$ cat config.mk
export PLATFORM = sky130hd
export DESIGN_NAME = utf8_validating_decoder_top
export DESIGN_NICKNAME = d
export VERILOG_FILES = /design/src/sv/utf8v_pkg.sv /design/src/sv/utf8v_in_stage.sv /design/src/sv/utf8v_decode.sv /design/src/sv/utf8v_out_stage.sv /design/src/sv/utf8_validating_decoder_top.sv
export SDC_FILE = /design/constraint.sdc
export NUM_CORES = 1
export LEC_CHECK = 0
export BUFFER_PORTS_ARGS = -buffer_cell sky130_fd_sc_hd__buf_4
export CORE_AREA = 2 2 88 90
export CTS_CLUSTER_SIZE = 10
export DETAILED_ROUTE_END_ITERATION = 6
export DIE_AREA = 0 0 90 92
export PLACE_DENSITY = 0.64
export SKIP_LAST_GASP = 1
export SYNTH_ARGS = -nofsm -noshare
export SYNTH_HDL_FRONTEND = slang
export SYNTH_SLANG_ARGS = --single-unit
$ cat constraint.sdc
create_clock -name clk -period 3.22 [get_ports clk]
set_clock_uncertainty 0.05 [all_clocks]
set_input_delay 0.483 -clock clk [delete_from_list [all_inputs] [get_ports clk]]
set_output_delay 0.483 -clock clk [all_outputs]
set_load 0.01 [all_outputs]
$ cat src/sv/utf8v_pkg.sv
`default_nettype none
package utf8v_pkg;

    localparam int unsigned CpWidth = 21;

    // status codes
    localparam logic [1:0] ST_OK      = 2'd0;
    localparam logic [1:0] ST_INVALID = 2'd1;
    localparam logic [1:0] ST_TRUNC   = 2'd2;

    // length classes
    localparam logic [1:0] LC_TWO   = 2'd1;
    localparam logic [1:0] LC_THREE = 2'd2;
    localparam logic [1:0] LC_FOUR  = 2'd3;

    localparam logic [CpWidth-1:0] CP_MAX       = 21'h10FFFF;
    localparam logic [CpWidth-1:0] CP_SURR_LO   = 21'h00D800;
    localparam logic [CpWidth-1:0] CP_SURR_HI   = 21'h00DFFF;
    localparam logic [CpWidth-1:0] CP_BMP_MAX   = 21'h00FFFF;
    localparam logic [CpWidth-1:0] CP_SUPP_BASE = 21'h010000;
    localparam logic [CpWidth-1:0] CP_LOW_SURR  = 21'h00DC00;
    localparam logic [CpWidth-1:0] MIN_TWO      = 21'h000080;
    localparam logic [CpWidth-1:0] MIN_THREE    = 21'h000800;
    localparam logic [CpWidth-1:0] MIN_FOUR     = 21'h010000;

    typedef struct packed {
        logic [7:0] data_byte;
        logic       end_of_text;
    } in_item_t;

    typedef struct packed {
        logic [CpWidth-1:0] code_unit;
        logic [1:0]         status;
        logic               run_last;
        logic               text_done;
    } result_t;

    // results of one byte: count 0..2, first in res0
    typedef struct packed {
        logic [1:0] count;
        result_t    res0;
        result_t    res1;
    } dec_out_t;

endpackage
`default_nettype wire

$ cat src/sv/utf8v_in_stage.sv
`default_nettype none
module utf8v_in_stage (
    input  wire logic               clk,
    input  wire logic               rst_n,
    input  wire logic               s_valid,
    output logic                    s_ready,
    input  wire utf8v_pkg::in_item_t s_item,
    output logic                    item_valid,
    output utf8v_pkg::in_item_t     item,
    input  wire logic               item_take
);

    logic                valid_reg;
    logic                valid_next;
    utf8v_pkg::in_item_t item_reg;

    assign s_ready    = !valid_reg || item_take;
    assign item_valid = valid_reg;
    assign item       = item_reg;

    always_comb
    begin
        valid_next = valid_reg;
        if (s_valid && s_ready)
        begin
            valid_next = 1'b1;
        end
        else if (item_take)
        begin
            valid_next = 1'b0;
        end
    end

    always_ff @(posedge clk or negedge rst_n)
    begin
        if (!rst_n)
        begin
            valid_reg <= 1'b0;
        end
        else
        begin
            valid_reg <= valid_next;
        end
    end

    always_ff @(posedge clk)
    begin
        if (s_valid && s_ready)
        begin
            item_reg <= s_item;
        end
    end

endmodule
`default_nettype wire

$ cat src/sv/utf8v_decode.sv
`default_nettype none
module utf8v_decode (
    input  wire logic                clk,
    input  wire logic                rst_n,
    input  wire logic                cfg_write,
    input  wire logic                cfg_wide,
    input  wire logic                item_valid,
    input  wire utf8v_pkg::in_item_t item,
    output logic                     item_take,
    input  wire logic                out_space,
    output utf8v_pkg::dec_out_t      dec
);

    logic                             wide_reg;
    logic [1:0]                       bytes_pending_reg, bytes_pending_next;
    logic [utf8v_pkg::CpWidth-1:0]    partial_point_reg, partial_point_next;
    logic [1:0]                       length_class_reg, length_class_next;
    logic                             discarding_reg, discarding_next;

    logic [7:0]                       b;
    logic                             eot;
    logic [utf8v_pkg::CpWidth-1:0]    cp;
    logic [utf8v_pkg::CpWidth-1:0]    minimum;
    logic [utf8v_pkg::CpWidth-1:0]    supp;
    logic [1:0]                       pend_dec;
    logic                             do_emit;
    logic                             do_fail;
    logic [1:0]                       fail_status;

    always_comb
    begin
        b   = item.data_byte;
        eot = item.end_of_text;

        bytes_pending_next = bytes_pending_reg;
        partial_point_next = partial_point_reg;
        length_class_next  = length_class_reg;
        discarding_next    = discarding_reg;
        do_emit            = 1'b0;
        do_fail            = 1'b0;
        fail_status        = utf8v_pkg::ST_INVALID;
        cp                 = {{(utf8v_pkg::CpWidth-8){1'b0}}, b};
        pend_dec           = bytes_pending_reg - 2'd1;

        case (length_class_reg)
            utf8v_pkg::LC_TWO:   minimum = utf8v_pkg::MIN_TWO;
            utf8v_pkg::LC_THREE: minimum = utf8v_pkg::MIN_THREE;
            default:             minimum = utf8v_pkg::MIN_FOUR;
        endcase

        if (discarding_reg)
        begin
            if (eot)
            begin
                discarding_next = 1'b0;
            end
        end
        else if (bytes_pending_reg == 2'd0)
        begin
            if (!b[7])
            begin
                do_emit = 1'b1;
            end
            else
            begin
                if (b[7:5] == 3'b110)
                begin
                    partial_point_next = {{(utf8v_pkg::CpWidth-5){1'b0}}, b[4:0]};
                    bytes_pending_next = 2'd1;
                    length_class_next  = utf8v_pkg::LC_TWO;
                end
                else if (b[7:4] == 4'b1110)
                begin
                    partial_point_next = {{(utf8v_pkg::CpWidth-4){1'b0}}, b[3:0]};
                    bytes_pending_next = 2'd2;
                    length_class_next  = utf8v_pkg::LC_THREE;
                end
                else if (b[7:3] == 5'b11110)
                begin
                    partial_point_next = {{(utf8v_pkg::CpWidth-3){1'b0}}, b[2:0]};
                    bytes_pending_next = 2'd3;
                    length_class_next  = utf8v_pkg::LC_FOUR;
                end
                else
                begin
                    do_fail = 1'b1;
                end
                if (!do_fail && eot)
                begin
                    do_fail     = 1'b1;
                    fail_status = utf8v_pkg::ST_TRUNC;
                end
            end
        end
        else if (b[7:6] != 2'b10)
        begin
            do_fail = 1'b1;
        end
        else
        begin
            cp = {partial_point_reg[utf8v_pkg::CpWidth-7:0], b[5:0]};
            partial_point_next = cp;
            bytes_pending_next = pend_dec;
            if (pend_dec != 2'd0)
            begin
                if (eot)
                begin
                    do_fail     = 1'b1;
                    fail_status = utf8v_pkg::ST_TRUNC;
                end
            end
            else if (cp < minimum || cp > utf8v_pkg::CP_MAX ||
                     (cp >= utf8v_pkg::CP_SURR_LO && cp <= utf8v_pkg::CP_SURR_HI))
            begin
                do_fail = 1'b1;
            end
            else
            begin
                do_emit = 1'b1;
            end
        end

        // completion or error drops the partial character
        if (do_emit || do_fail)
        begin
            bytes_pending_next = 2'd0;
            partial_point_next = '0;
            length_class_next  = 2'd0;
        end
        if (do_fail)
        begin
            discarding_next = !eot;
        end

        supp = cp - utf8v_pkg::CP_SUPP_BASE;

        dec.count          = 2'd0;
        dec.res0.code_unit = cp;
        dec.res0.status    = utf8v_pkg::ST_OK;
        dec.res0.run_last  = 1'b1;
        dec.res0.text_done = eot;
        dec.res1.code_unit = utf8v_pkg::CP_LOW_SURR | {11'd0, supp[9:0]};
        dec.res1.status    = utf8v_pkg::ST_OK;
        dec.res1.run_last  = 1'b1;
        dec.res1.text_done = eot;

        if (do_fail)
        begin
            dec.count          = 2'd1;
            dec.res0.code_unit = '0;
            dec.res0.status    = fail_status;
            dec.res0.text_done = 1'b1;
        end
        else if (do_emit)
        begin
            if (wide_reg || cp <= utf8v_pkg::CP_BMP_MAX)
            begin
                dec.count = 2'd1;
            end
            else
            begin
                dec.count          = 2'd2;
                dec.res0.code_unit = utf8v_pkg::CP_SURR_LO | {11'd0, supp[19:10]};
                dec.res0.run_last  = 1'b0;
                dec.res0.text_done = 1'b0;
            end
        end
    end

    assign item_take = item_valid && (dec.count == 2'd0 || out_space);

    always_ff @(posedge clk or negedge rst_n)
    begin
        if (!rst_n)
        begin
            wide_reg          <= 1'b0;
            bytes_pending_reg <= 2'd0;
            partial_point_reg <= '0;
            length_class_reg  <= 2'd0;
            discarding_reg    <= 1'b0;
        end
        else
        begin
            if (cfg_write)
            begin
                wide_reg <= cfg_wide;
            end
            if (item_take)
            begin
                bytes_pending_reg <= bytes_pending_next;
                partial_point_reg <= partial_point_next;
                length_class_reg  <= length_class_next;
                discarding_reg    <= discarding_next;
            end
        end
    end

endmodule
`default_nettype wire

$ cat src/sv/utf8v_out_stage.sv
`default_nettype none
module utf8v_out_stage (
    input  wire logic                clk,
    input  wire logic                rst_n,
    input  wire logic                load,
    input  wire utf8v_pkg::dec_out_t dec,
    output logic                     space,
    output logic                     m_valid,
    input  wire logic                m_ready,
    output utf8v_pkg::result_t       m_result
);

    logic [1:0]         cnt_reg, cnt_next;
    utf8v_pkg::result_t slot0_reg;
    utf8v_pkg::result_t slot1_reg;
    logic               take;

    assign m_valid  = cnt_reg != 2'd0;
    assign m_result = slot0_reg;
    assign take     = m_valid && m_ready;
    assign space    = cnt_reg == 2'd0 || (cnt_reg == 2'd1 && take);

    always_comb
    begin
        cnt_next = cnt_reg;
        if (load && dec.count != 2'd0)
        begin
            cnt_next = dec.count;
        end
        else if (take)
        begin
            cnt_next = cnt_reg - 2'd1;
        end
    end

    always_ff @(posedge clk or negedge rst_n)
    begin
        if (!rst_n)
        begin
            cnt_reg <= 2'd0;
        end
        else
        begin
            cnt_reg <= cnt_next;
        end
    end

    always_ff @(posedge clk)
    begin
        if (load && dec.count != 2'd0)
        begin
            slot0_reg <= dec.res0;
            slot1_reg <= dec.res1;
        end
        else if (take)
        begin
            slot0_reg <= slot1_reg;
        end
    end

endmodule
`default_nettype wire

$ cat src/sv/utf8_validating_decoder_top.sv
`default_nettype none
// UTF-8 validating decoder.
// Slave stream: one beat per byte, tdata = data_byte, tlast flags the final byte
// of the string. Master stream: one beat per result; tdata carries the UTF-16
// unit (or whole code point in wide mode) and run_last, tuser the status
// (ok, invalid, truncated), tlast the final result of the string.
// A character beyond the BMP gives two beats (high then low surrogate) unless
// wide mode is set. An error gives a single zero beat with tlast high, then
// bytes are dropped up to and including the next tlast byte.
// cfg channel: cfg_data bit 0 = wide mode; always ready, write only while idle.
// Path: a byte is registered at the input stage, decoded combinationally into
// the result register, and shown straight from that register.
// Throughput: one byte per cycle while the receiver is ready; a surrogate pair
// holds the input until the two-slot result register, draining one beat per cycle, frees a slot.
// Reset clears the decode state, wide mode and both stages; no beats pending.
// When the receiver stalls, the result register fills and the input stage
// holds its byte; s_axis_tready drops once both are occupied.
module utf8_validating_decoder_top (
    input  wire logic        clk,
    input  wire logic        rst_n,
    // slave stream
    input  wire logic        s_axis_tvalid,
    output logic             s_axis_tready,
    input  wire logic [7:0]  s_axis_tdata,   // [7:0] data_byte
    input  wire logic        s_axis_tlast,   // end_of_text
    // master stream
    output logic             m_axis_tvalid,
    input  wire logic        m_axis_tready,
    output logic [23:0]      m_axis_tdata,   // [20:0] code_unit, [21] run_last, zero above
    output logic [1:0]       m_axis_tuser,   // [1:0] status
    output logic             m_axis_tlast,   // text_done
    // configuration
    input  wire logic        cfg_valid,
    output logic             cfg_ready,
    input  wire logic        cfg_data        // wide_output
);

    utf8v_pkg::in_item_t s_item;
    utf8v_pkg::in_item_t item;
    logic                item_valid;
    logic                item_take;
    logic                out_space;
    utf8v_pkg::dec_out_t dec;
    utf8v_pkg::result_t  m_result;

    assign cfg_ready          = 1'b1;
    assign s_item.data_byte   = s_axis_tdata;
    assign s_item.end_of_text = s_axis_tlast;

    utf8v_in_stage u_in (
        .clk        (clk),
        .rst_n      (rst_n),
        .s_valid    (s_axis_tvalid),
        .s_ready    (s_axis_tready),
        .s_item     (s_item),
        .item_valid (item_valid),
        .item       (item),
        .item_take  (item_take)
    );

    utf8v_decode u_dec (
        .clk        (clk),
        .rst_n      (rst_n),
        .cfg_write  (cfg_valid && cfg_ready),
        .cfg_wide   (cfg_data),
        .item_valid (item_valid),
        .item       (item),
        .item_take  (item_take),
        .out_space  (out_space),
        .dec        (dec)
    );

    utf8v_out_stage u_out (
        .clk      (clk),
        .rst_n    (rst_n),
        .load     (item_take),
        .dec      (dec),
        .space    (out_space),
        .m_valid  (m_axis_tvalid),
        .m_ready  (m_axis_tready),
        .m_result (m_result)
    );

    assign m_axis_tdata = {2'b00, m_result.run_last, m_result.code_unit};
    assign m_axis_tuser = m_result.status;
    assign m_axis_tlast = m_result.text_done;

endmodule
`default_nettype wire
**After elaboration in Yosys (flattened, before gate mapping)**

Cells that the tools add are included.

- $add $sub $neg: 3
- $lt $le $gt $ge: 5
- Equality and inequality tests: 11
- Mux-type cells: 68
- Reduce and logical (&&, ||, !) cells: 30

Operator list:

| operator | count |
|---|---|
| $mux 15 | 8 |
| $mux 21 | 4 |
| $mux 25 | 2 |
| $mux 2 | 24 |
| $mux 23 | 2 |
| $le 21x16->1 const B | 2 |
| $pmux 17 s2 | 1 |
| $mux 1 | 27 |
| $ge 21x16->1 const B | 1 |
| $gt 21x21->1 const B | 1 |
| $lt 21x17->1 | 1 |
| $sub 20x17->20 const B | 1 |
| $reduce_bool 2->1 | 7 |
| $reduce_and 5->1 | 2 |
| $logic_and 1x1->1 | 7 |
| $logic_or 1x1->1 | 7 |
| $logic_not 2->1 | 3 |
| $eq 5x5->1 const B | 1 |
| $ne 5x5->1 const B | 1 |
| $eq 2x1->1 const B | 2 |
| $eq 4x4->1 const B | 1 |
| $ne 2x2->1 const B | 2 |
| $reduce_bool 4->1 | 1 |
| $sub 2x1->2 const B | 2 |
| other kinds (5) | 7 |

- Flip-flop bits (word level): 69
- Input port bits: 15
- Word-level logic and storage cells: 132

**Depth between registers and ports, before layout**

- Word-level depth: 20
- Gate-level depth with buffers: 12

**By module**

From an unflattened synthesis, not the netlist that was laid out.

- Cell total of the unflattened synthesis: 321
- Area, all modules: 4134.0 sq um

Modules (own cells, without submodules):

| module | instances | cells an instance | area an instance (sq um) | sequential area each (sq um) |
|---|---|---|---|---|
| utf8v_out_stage | 1 | 97 | 2000.7 | 1551.5 |
| utf8v_decode | 1 | 206 | 1779.2 | 525.5 |
| utf8v_in_stage | 1 | 13 | 324.1 | 295.3 |
| utf8_validating_decoder_top | 1 | 5 | 30.0 | 0.0 |

**Worst setup path before layout**

Ideal clock, no wire load.

- Path type: flip-flop to flip-flop
- Start point: register u_in.item_reg (netlist bit u_in.item[8])
- End point: register u_out.slot0_reg (netlist bit u_out.m_result[0]) (enable)
- Library setup time: 432 ps
- Arrival: 2248 ps
- Required time: 2738 ps
- Path slack: 490 ps
- Cell stages (with the launch flop): 8
- Buffers on the path: 2
- Clock period less this slack: 2730 ps
- Cell sequence: edfxtp_1 clkbuf_1 nor3_1 a311o_1 nor2b_1 nand2b_1 clkbuf_1 nand2_1

- Longest elaborated chain between the ends: 19
- Elaborated cells on any way between the ends: 35
- Classes of those cells: order compare (1); eq/ne (4); mux (21); reduce/logical (9)

RTL lines:

| element | RTL line | RTL |
|---|---|---|
| start, declared | utf8v_in_stage.sv:15 | `utf8v_pkg::in_item_t item_reg;` |
| start signal, assigned | utf8v_in_stage.sv:50 | `item_reg <= s_item;` |
| parallel branches: the longest is 13 deep, another holds $le 21x16->1 | - |  |
| $mux 23 * | utf8v_decode.sv:147 | `if (do_fail)` |
| $logic_not 2->1 | utf8v_decode.sv:170 | `assign item_take = item_valid && (dec.count == 2'd0 \|\| out_space);` |
| $logic_or 1x1->1 | utf8v_decode.sv:170 |  |
| $logic_and 1x1->1 | utf8v_decode.sv:170 |  |
| $logic_and 1x1->1 * | utf8v_out_stage.sv:50 | `if (load && dec.count != 2'd0)` |
| $reduce_bool 2->1 (no line) * | - |  |
| end signal, assigned | utf8v_out_stage.sv:52 | `slot0_reg <= dec.res0;` |
| end signal, assigned | utf8v_out_stage.sv:57 | `slot0_reg <= slot1_reg;` |
| end, declared | utf8v_out_stage.sv:14 | `utf8v_pkg::result_t slot0_reg;` |

Every way passes the cells marked *. The select of a mux whose other input is x is not followed.
A chain may end at the register's enable or synchronous reset.

**Worst setup path in the final report**

- Start point: register u_in.item_reg (netlist bit u_in.item[8])
- End point: output s_axis_tready

- Longest elaborated chain between the ends: 18
- Elaborated cells on any way between the ends: 33
- Classes of those cells: order compare (1); eq/ne (4); mux (21); reduce/logical (7)

RTL lines:

| element | RTL line | RTL |
|---|---|---|
| parallel branches: the longest is 13 deep, another holds $le 21x16->1 | - |  |
| $mux 23 * | utf8v_decode.sv:147 |  |
| $logic_not 2->1 * | utf8v_decode.sv:170 |  |
| $logic_or 1x1->1 * | utf8v_decode.sv:170 |  |
| $logic_and 1x1->1 * | utf8v_decode.sv:170 |  |
| $logic_or 1x1->1 * | utf8v_in_stage.sv:17 | `assign s_ready = !valid_reg \|\| item_take;` |
| end, declared | utf8_validating_decoder_top.sv:23 | `output logic s_axis_tready,` |

Marks and branches as above.

==> flow_metrics.env <==
export IMPL_run_status="finished clean"
export IMPL_synth_area_um2=3330
export IMPL_hp_class="in -> reg"
export IMPL_layout_min_cycle_time_ps=2910
export IMPL_yosys_warnings=0
export IMPL_worst_path_stages=6
export IMPL_reg2reg_depth=6
export IMPL_dr_pass1_iters=4
export IMPL_arrival_ps=2380
export IMPL_die_y_um=92
export IMPL_p_int_mw=2.45
export IMPL_drt_initial_drc_count=148
export IMPL_grt_max_degree=29
export IMPL_r2r_setup_slack_ps=360
export IMPL_grt_overflow_total=0
export IMPL_cp_start_kind="flip-flop"
export IMPL_cts_setup_buffers=0
export IMPL_leakage_nw=1.69
export IMPL_worstSetupEndpointType="output port"
export IMPL_synthCells=302
export IMPL_slowest_stage="edfxtp_1"
export IMPL_muxShareOfSynthArea_pct=2.74
export IMPL_peakVddDrop_mv=0.357
export IMPL_cp_top_family="simple AND/OR/NAND/NOR gates"
export IMPL_cts_max_path_buffers=2
export IMPL_cts_root_buffer="clkbuf_8"
export IMPL_setup_tns_ps=0
export IMPL_route_detailed_drc=0
export IMPL_p_comb_share_pct=33.5
export IMPL_yosys_register_bits=69
export IMPL_cts_resized_gates=0
export IMPL_diodes=0
export IMPL_ios=45
export IMPL_yosysSeqAreaShare_pct=58.6
export IMPL_relSlewSlack_pct=45.4
export IMPL_grt_pass1_vias=2319
export IMPL_dp_hpwl_um=5230
export IMPL_clkLatencyLatePin_ps=350
export IMPL_synth_top_family_by_area="simple AND/OR/NAND/NOR gates"
export IMPL_die_width_um=90
export IMPL_cts_htree_levels=3
export IMPL_coreArea_um2=7450
export IMPL_hold_end="u_in.item[2]"
export IMPL_netlist_area_leader_share_pct=40.6
export IMPL_largest_reg_flops=25
export IMPL_tightest_slew_ps=820
export IMPL_final_hold_viol_count=0
export IMPL_slew_violations=0
export IMPL_synthXorXnorAreaFrac_pct=0.526
export IMPL_fp_row_count=32
export IMPL_layout_drive_gt1_share_pct=20.0
export IMPL_hold_buffers=1
export IMPL_clock_sinks=69
export IMPL_clkSlewWorstSetupHoldPaths_ps=70
export IMPL_yosys_area_share_simple_pct=18.7
export IMPL_cp_required_ps=2690
export IMPL_ys_types=55
export IMPL_path_buf_inv=1
export IMPL_fmax_mhz=343
export IMPL_yosys_area_top_type="edfxtp_1"
export IMPL_num_nets_final=367
export IMPL_synth_compound_area_share_pct=12.3
export IMPL_setup_viol=0
export IMPL_clockPowerShare_pct=25.4
export IMPL_synthAdderAreaFrac_pct=2.63
export IMPL_synth_area_top_cells="edfxtp_1, dfrtp_1, nand2_1, o21ai_1, ha_1"
export IMPL_ant_nets=0
export IMPL_hp_start="s_axis_tdata[1]"
export IMPL_synth_area_per_cell_um2=11.0
export IMPL_p_sw_share_pct=33.9
export IMPL_cts_tree="built"
export IMPL_numCtsBuffers=9
export IMPL_worstPathMaxFanout=11
export IMPL_r2r_end="u_out.m_result[0]"
export IMPL_path_cells="and4bb_1 -> a311o_1 -> nor2b_1 -> nor2_1 -> nand3_1 -> buf_4"
export IMPL_rsz0062_at_grt="no"
export IMPL_die_area_um2=8280
export IMPL_initial_utilization_pct=44.7
export IMPL_antenna_found_initial=0
export IMPL_globalplace_congestion=1.01
export IMPL_max_stage_delay_ps=540
export IMPL_min_path_cells=1
export IMPL_area_delta_synth_final_pct=19.9
export IMPL_grt_usage_pct=18.0
export IMPL_port_buffers=41
export IMPL_grt_first_pass_wirelength_um=11400
export IMPL_r2r_start="u_in.item[7]"
export IMPL_synth_ff_type="edfxtp_1"
export IMPL_synth_edf_count=45
export IMPL_vias=2409
export IMPL_wire_per_inst_um=15.4
export IMPL_synth_async_reset_ratio_pct=34.8
export IMPL_p_sw_mw=1.26
export IMPL_fin_total_pwr_mw=3.71
export IMPL_crit_type="reg -> out"
export IMPL_min_period_over_period_pct=90.5
export IMPL_drt_total_wl_um=6970
export IMPL_seq_power_share_pct=41.1
export IMPL_power_per_cell_area_nw_per_um2=929
export IMPL_maxCapViolCount=0
export IMPL_viasPerCell=5.33
[area by class of cell]
class / instances / area [um^2]
Clock inverter: 6 / 134
Timing Repair Buffer: 46 / 348
Tap cell: 102 / 128
Fill cell: 671 / 3450
Clock buffer: 10 / 138
Sequential cell: 69 / 1950
Inverter: 14 / 52.6
Multi-Input combinational cell: 205 / 1240
[worst max path at each step]
stage | startpoint | end | slack, ps
floorplan | u_in.item[8] | u_out.m_result[0] | 490
global placement | u_dec.bytes_pending_reg[1] | u_out.m_result[19] | 480
detailed placement | u_in.item[7] | u_out.m_result[0] | 410
CTS | u_in.item[8] | s_axis_tready | 300
global route | u_in.item[8] | u_out.m_result[0] | 110
finish | u_in.item[8] | s_axis_tready | 310
[stage by stage]
stage                     hold slack [ps]  area (um^2)  util (%)  instances  setup slack, ps
after detailed placement              350         3710      49.8        435              406
final                                 255         3990      53.6        452              307
after CTS                             243         3990      53.6        452              304
after floorplan                       137         3340         -        303              490
after global routing                  246         3990      53.6        452              106
after global placement                352         3710      49.8        435              483
[logic make-up (layout without fill, tap and decap cells)]
group           after synthesis  count (layout)
flops                        69              69
compound gates               63              63
other cells                   2               3
mux                           9               9
buf+inv                      29              76
simple gates                121             121
fa+ha+maj                     7               7
xor+xnor                      2               2
[power groups by stage]
stage	Combinational, mW	Clock [mW]	Sequential, mW
after floorplan	0.755	0	1.55
after global placement	1.23	0	1.54
after detailed placement	1.25	0	1.54
after CTS	1.26	0.956	1.52
after global routing	1.39	0.981	1.57
final	1.24	0.940	1.53
[worst register-to-register path, stage by stage (launching register included)]
cell,delay (ps)
edfxtp_1,520
and4bb_1,410
a311o_1,170
nor2b_1,380
nand2b_1,490
inv_1,380
a2bb2oi_1,220
[cell usage after synthesis (3+ instances only)]
| cell | instances |
|---|---|
| buf_4 | 4 |
| nand4_1 | 3 |
| o21ai_0 | 6 |
| nor3_1 | 4 |
| and3_1 | 9 |
| nand2_1 | 50 |
| nand2b_1 | 4 |
| edfxtp_1 | 45 |
| nor2_1 | 12 |
| inv_1 | 14 |
| a22o_1 | 4 |
| o31ai_1 | 3 |
| a21oi_1 | 10 |
| o21ai_1 | 21 |
| dfrtp_1 | 24 |
| nand4b_1 | 3 |
| nand3_1 | 10 |
| and2_1 | 7 |
| nor4_1 | 3 |
| clkbuf_1 | 6 |
| mux2i_1 | 8 |
| ha_1 | 7 |
| nor2b_1 | 3 |
[placed cells by master, fill, tap and decap left out, types with 6 or more instances in the layout]
cell / count
a21oi_1: 10
and2_1: 7
and3_1: 9
buf_4: 45
clkbuf_8: 10
dfrtp_1: 24
edfxtp_1: 45
ha_1: 7
inv_1: 14
mux2i_1: 8
nand2_1: 50
nand3_1: 10
nor2_1: 12
o21ai_0: 6
o21ai_1: 21
[layer usage]
| metal | share of wire, % | vias up | GRT usage [%] |
|---|---|---|---|
| li1 | - | 1181 | - |
| met1 | 45 | 1119 | 23.4 |
| met2 | 46 | 90 | 28.1 |
| met3 | 5.6 | 19 | 4.85 |
| met4 | 3.5 | 0 | 8.72 |
| met5 | 0 | - | 0 |
(Power assumes the default switching activity.)
